===== config.mk =====
export PLATFORM = sky130hd
export DESIGN_NAME = wcn_ctrl
export DESIGN_NICKNAME = d
export VERILOG_FILES = /design/src/hdl/wcn_pkg.sv /design/src/hdl/wcn_ctrl.sv
export SDC_FILE = /design/constraint.sdc
export NUM_CORES = 1
export LEC_CHECK = 0
export ABC_AREA = 1
export BUFFER_PORTS_ARGS = -buffer_cell sky130_fd_sc_hd__buf_2
export CAP_MARGIN = 10
export CELL_PAD_IN_SITES_DETAIL_PLACEMENT = 0
export CELL_PAD_IN_SITES_GLOBAL_PLACEMENT = 2
export CORE_MARGIN = 2
export CORE_UTILIZATION = 28
export DETAILED_ROUTE_END_ITERATION = 10
export PLACE_DENSITY_LB_ADDON = 0.1
export SLEW_MARGIN = 20
export SYNTH_ARGS = -nofsm -noshare
export SYNTH_HDL_FRONTEND = slang
export SYNTH_SLANG_ARGS = --single-unit
export TNS_END_PERCENT = 100

===== constraint.sdc =====
create_clock -name clk -period 1.4 [get_ports clk]
set_input_delay 0.28 -clock clk [delete_from_list [all_inputs] [get_ports clk]]
set_output_delay 0.28 -clock clk [all_outputs]
set_load 0.01 [all_outputs]

===== src/hdl/wcn_pkg.sv =====
// Shared constants, types and control codes of the cellular noise block.
`default_nettype none

package wcn_pkg;

    localparam int TABLE_ENTRIES    = 512;
    localparam int TBL_AW           = $clog2(TABLE_ENTRIES);
    localparam int NEAREST_KEPT_DEF = 4;

    localparam logic CMD_LOAD = 1'b0;
    localparam logic CMD_EVAL = 1'b1;

    localparam logic CFG_FUNCTION_ORDER = 1'b0;
    localparam logic CFG_COORD_SCALE    = 1'b1;

    localparam logic [1:0]  ORDER_RESET = 2'd0;
    localparam logic [23:0] SCALE_RESET = 24'd65536;

    // neighbour visiting order
    localparam logic [3:0] NB_CENTRE = 4'd0;
    localparam logic [3:0] NB_W      = 4'd1;
    localparam logic [3:0] NB_E      = 4'd2;
    localparam logic [3:0] NB_S      = 4'd3;
    localparam logic [3:0] NB_N      = 4'd4;
    localparam logic [3:0] NB_SW     = 4'd5;
    localparam logic [3:0] NB_SE     = 4'd6;
    localparam logic [3:0] NB_NW     = 4'd7;
    localparam logic [3:0] NB_NE     = 4'd8;
    localparam logic [3:0] NB_LAST   = NB_NE;

    // edge gap squares
    localparam logic [1:0] GAP_FX  = 2'd0;
    localparam logic [1:0] GAP_FXC = 2'd1;
    localparam logic [1:0] GAP_FY  = 2'd2;
    localparam logic [1:0] GAP_FYC = 2'd3;

    localparam int          ROOT_W     = 18;
    localparam logic [4:0]  ROOT_LAST  = 5'(ROOT_W - 1);
    localparam logic [17:0] NOISE_MAX  = 18'h3FFFF;

    typedef enum logic [4:0] {
        ST_IDLE, ST_SCALE, ST_SPLIT, ST_EDGESQ, ST_CHECK, ST_RD1, ST_RD2, ST_SEED,
        ST_LCGX, ST_LCGY, ST_OFFS, ST_DIST, ST_SQD, ST_KEEP, ST_ROOT0, ST_ROOT,
        ST_FINAL, ST_DONE
    } ctrl_state_t;

    typedef enum logic [4:0] {
        OP_NONE, OP_LOAD, OP_CAPTURE, OP_SCALE, OP_SPLIT, OP_EDGESQ, OP_RD1, OP_RD2,
        OP_SEED, OP_LCGX, OP_LCGY, OP_OFFS, OP_DIST, OP_SQD, OP_KEEP, OP_ROOT0,
        OP_ROOT, OP_FINAL, OP_OUT
    } dp_op_t;

    typedef struct packed {
        dp_op_t     op;
        logic [3:0] nb;
        logic [1:0] sq_sel;
    } dp_cmd_t;

    typedef struct packed {
        logic       edge_ok;
        logic [3:0] npts;
        logic       out_busy;
    } dp_stat_t;

endpackage

`default_nettype wire


===== src/hdl/wcn_ctrl.sv =====
// Sequencer for the cellular noise block: walks cells, points and root steps.
`default_nettype none

module wcn_ctrl (
    input  wire logic              clk,
    input  wire logic              rst_n,
    input  wire logic              in_valid,
    output logic                   in_ready,
    input  wire logic              command,
    input  wire wcn_pkg::dp_stat_t stat,
    output wcn_pkg::dp_cmd_t       cmd
);
    import wcn_pkg::*;

    ctrl_state_t state_reg, state_next;
    logic [3:0]  nb_reg, nb_next;
    logic [3:0]  pt_reg, pt_next;
    logic [1:0]  sqsel_reg, sqsel_next;
    logic [4:0]  it_reg, it_next;

    always_ff @(posedge clk or negedge rst_n)
    begin
        if (!rst_n)
        begin
            state_reg <= ST_IDLE;
            nb_reg    <= NB_CENTRE;
            pt_reg    <= '0;
            sqsel_reg <= GAP_FX;
            it_reg    <= '0;
        end
        else
        begin
            state_reg <= state_next;
            nb_reg    <= nb_next;
            pt_reg    <= pt_next;
            sqsel_reg <= sqsel_next;
            it_reg    <= it_next;
        end
    end

    always_comb
    begin
        state_next = state_reg;
        nb_next    = nb_reg;
        pt_next    = pt_reg;
        sqsel_next = sqsel_reg;
        it_next    = it_reg;
        in_ready   = 1'b0;
        cmd.op     = OP_NONE;
        cmd.nb     = nb_reg;
        cmd.sq_sel = sqsel_reg;
        unique case (state_reg)
            ST_IDLE:
            begin
                in_ready = 1'b1;
                if (in_valid)
                begin
                    if (command == CMD_EVAL)
                    begin
                        cmd.op     = OP_CAPTURE;
                        state_next = ST_SCALE;
                    end
                    else
                    begin
                        cmd.op = OP_LOAD;
                    end
                end
            end
            ST_SCALE:
            begin
                cmd.op     = OP_SCALE;
                state_next = ST_SPLIT;
            end
            ST_SPLIT:
            begin
                cmd.op     = OP_SPLIT;
                sqsel_next = GAP_FX;
                state_next = ST_EDGESQ;
            end
            ST_EDGESQ:
            begin
                cmd.op = OP_EDGESQ;
                if (sqsel_reg == GAP_FYC)
                begin
                    nb_next    = NB_CENTRE;
                    state_next = ST_CHECK;
                end
                else
                begin
                    sqsel_next = sqsel_reg + 2'd1;
                end
            end
            ST_CHECK:
            begin
                if (stat.edge_ok)
                begin
                    state_next = ST_RD1;
                end
                else if (nb_reg == NB_LAST)
                begin
                    state_next = ST_ROOT0;
                end
                else
                begin
                    nb_next = nb_reg + 4'd1;
                end
            end
            ST_RD1:
            begin
                cmd.op     = OP_RD1;
                state_next = ST_RD2;
            end
            ST_RD2:
            begin
                cmd.op     = OP_RD2;
                state_next = ST_SEED;
            end
            ST_SEED:
            begin
                cmd.op     = OP_SEED;
                pt_next    = '0;
                state_next = ST_LCGX;
            end
            ST_LCGX:
            begin
                cmd.op     = OP_LCGX;
                state_next = ST_LCGY;
            end
            ST_LCGY:
            begin
                cmd.op     = OP_LCGY;
                state_next = ST_OFFS;
            end
            ST_OFFS:
            begin
                cmd.op     = OP_OFFS;
                state_next = ST_DIST;
            end
            ST_DIST:
            begin
                cmd.op     = OP_DIST;
                state_next = ST_SQD;
            end
            ST_SQD:
            begin
                cmd.op     = OP_SQD;
                state_next = ST_KEEP;
            end
            ST_KEEP:
            begin
                cmd.op = OP_KEEP;
                if (pt_reg != stat.npts - 4'd1)
                begin
                    pt_next    = pt_reg + 4'd1;
                    state_next = ST_LCGX;
                end
                else if (nb_reg == NB_LAST)
                begin
                    state_next = ST_ROOT0;
                end
                else
                begin
                    nb_next    = nb_reg + 4'd1;
                    state_next = ST_CHECK;
                end
            end
            ST_ROOT0:
            begin
                cmd.op     = OP_ROOT0;
                it_next    = '0;
                state_next = ST_ROOT;
            end
            ST_ROOT:
            begin
                cmd.op = OP_ROOT;
                if (it_reg == ROOT_LAST)
                begin
                    state_next = ST_FINAL;
                end
                else
                begin
                    it_next = it_reg + 5'd1;
                end
            end
            ST_FINAL:
            begin
                cmd.op     = OP_FINAL;
                state_next = ST_DONE;
            end
            ST_DONE:
            begin
                if (!stat.out_busy)
                begin
                    cmd.op     = OP_OUT;
                    state_next = ST_IDLE;
                end
            end
            default:
            begin
                state_next = ST_IDLE;
            end
        endcase
    end

endmodule

`default_nettype wire


==> flow_summary.ini <==
[status]
status = complete, but fails checks
failed_checks = setup timing

[synth]
syn-cell-area_mm2 = 0.00160
synth_nets = 258
synthCells = 241
synth.distinct_cells = 26
synth_edf_count = 0
ys_top_cells_by_count = 71 x nand2_1, 36 x nor2_1, 26 x nand3_1, 22 x inv_1, 20 x dfrtp_1
avgSynthCellArea_um2 = 6.65
synthMostInstantiatedCell = nand2_1
ys_seq_elements = 20
async_flop_share_pct = 100
yosys_warnings = 0
ys_seq_area_share_pct = 31.2
synth_top_area_share_pct = 31.2
synthTopCellsByArea = dfrtp_1 31%, nand2_1 17%, nor2_1 8.4%
synth_largest_area_cell = dfrtp_1
ys.flop_type = dfrtp_1

[setup_path]
worst-setup-path-type = flip-flop to output port
crit_family = simple AND/OR/NAND/NOR gates
crit_buf_inv = 1
slowest_stage = dfrtp_2
cp_common_cell = nor2_4
end_kind = output port
required_ps = 1120
crit_arrival_ps = 1570
crit_chain = nor2_4 -> nand2_4 -> nor2_4 -> nor2_4 -> nand2_2 -> nor2_4 -> nand3_1 -> buf_2
path_max_fanout = 6
start_kind = flip-flop
max_stage_delay_ps = 490

[floorplan]
dieArea_mm2 = 0.00635
initial_core_util_pct = 29.1
num_io_pins = 22
die_w_um = 79.7
num_rows = 27
die_y_um = 79.7
core_area_mm2 = 0.00551

[clock_network]
clk_pin_slew_worst_paths_ps = 80
htreeDepth = 1
cts_sinks = 20
cts_tree = built
ctsRootBufferMaster = clkbuf_8
insertion_delay_ps = 260
cts_buffers = 3
clk_path_buf_depth = 2

[timing]
slew_headroom_pct = 69.1
tightestPinTransition_ps = 463
tns_ps = -5440
hold_viol_final = 0
slew_violations = 0
period_minus_slack_ps = 1850
setup-violations-final = 26
clock_skew_ps = 0.514
fin_crit_sh_pct = 132
setup_ws_ps = -447
rsz0062_at_grt = yes
fmax_mhz = 541

[detailed_routing]
wl_per_cell_um = 12.0
routed_wl_um = 5030
drt_iter0_drc = 62
vias = 1888
vias_per_cell = 4.52
drtPass1Iterations = 4
drtAntennaViolNets = 0
drc = 0

[grt]
antenna_found_initial = 0
grt-ovfl-total = 0
grt_start_max_net_pins = 21
first_global_vias = 1745
grt_use_total_pct = 15.9
grt_pass1_wl_um = 7960

[finish]
layout.nets = 364
drive_gt1_share_pct = 53.5
area_growth_pct = 80.3
nFillCells = 543
multi_input_area_mm2 = 0.00132
seq_area_um2 = 505
diodes = 0

[min_path]
hold_class = input pin to flip-flop

[place]
post-place-ws_ps = -253
dpl.hpwl_um = 3640
gp_congestion = 0.767
port_buffers = 21

[power]
p_leak_nw = 1.55
peakVddDrop_v = 0.000626
powerDensity_mw_per_mm2 = 1550

[flow_run]
maxCapViolCount = 0
[layout by cell type, fill, tap and decap left out, drive strengths merged, types with 2 or more instances in the layout]
| cell type | instances |
|---|---|
| nor2 | 43 |
| nor3 | 5 |
| a21oi | 4 |
| a31oi | 2 |
| inv | 27 |
| clkbuf | 3 |
| ha | 7 |
| dfrtp | 20 |
| nand3b | 6 |
| nand2 | 77 |
| buf | 101 |
| xnor2 | 4 |
| nand3 | 30 |
| xor2 | 4 |
| nand4 | 2 |
| o21ai | 4 |
[path summary, 6_finish.rpt]
check,start,end,slack [ps],cells past startpoint
max in group asynchronous,rst_n,state_reg[2],560,2
hold reg to reg,sqsel_reg[0],sqsel_reg[0],530,1
min in group asynchronous,rst_n,sqsel_reg[0],500,2
setup reg to reg,state_reg[4],state_reg[2],-410,13
hold / removal,stat[0],state_reg[4],380,3
setup / recovery,state_reg[1],cmd[9],-450,8
[through the flow]
stage	hold WS (ps)	utilization, %	power (mW)	cells	cell area [um2]
after floorplan	-15.6	-	2.09	241	1650
after global placement	267	40.8	3.15	388	2250
after detailed placement	262	40.8	3.13	388	2250
after CTS	389	45.1	3.99	404	2480
after global routing	400	52.5	4.86	418	2890
final	382	52.5	4.49	418	2890
[cell families after synthesis]
group                      share of synthesized area [%]
AOI/OAI and AO/OA                                   4.22
xor gates and xnor gates                            4.37
DFF                                                 31.2
and+or+nand+nor                                     47.7
adders and majority gates                           5.46
buffers and inverters                               7.03
[final cells by class]
type / count / area share [%]
clock buffers: 3 / 1.43
clock inverters: 1 / 1.04
inverters: 28 / 3.98
multi-input cells: 192 / 45.6
flip-flops and latches: 20 / 17.5
well taps: 72 / 3.12
repair buffers: 102 / 27.4
[worst register-to-register path: cells and delay by family (launching register included)]
| kind | cells | cell delay, ps |
|---|---|---|
| DFF | 1 | 400 |
| and+or+nand+nor | 8 | 680 |
| buffers and inverters | 5 | 630 |
[routing by layer]
metal | global-route usage (%) | part of all wire (%) | vias to the layer above
li1 | - | - | 986
met1 | 21.6 | 47 | 884
met2 | 27.6 | 51 | 16
met3 | 1.13 | 1.8 | 2
met4 | 3.62 | 0.46 | 0
met5 | 0 | 0 | -
[repair_timing]
item | CTS | global route
setup endpoints to repair | 26 | 26
cloned | 0 | 0
setup buffers | 11 | 20
pin swaps | 7 | 25
gates resized for setup | 21 | 76
hold endpoints to repair | 20 | 0
hold buffers | 1 | 0
[power breakdown]
group,internal (mW),switching [mW]
sequential,0.708,0.179
clock,0.382,0.206
combinational,1.45,1.57
(Power assumes the default switching activity.)
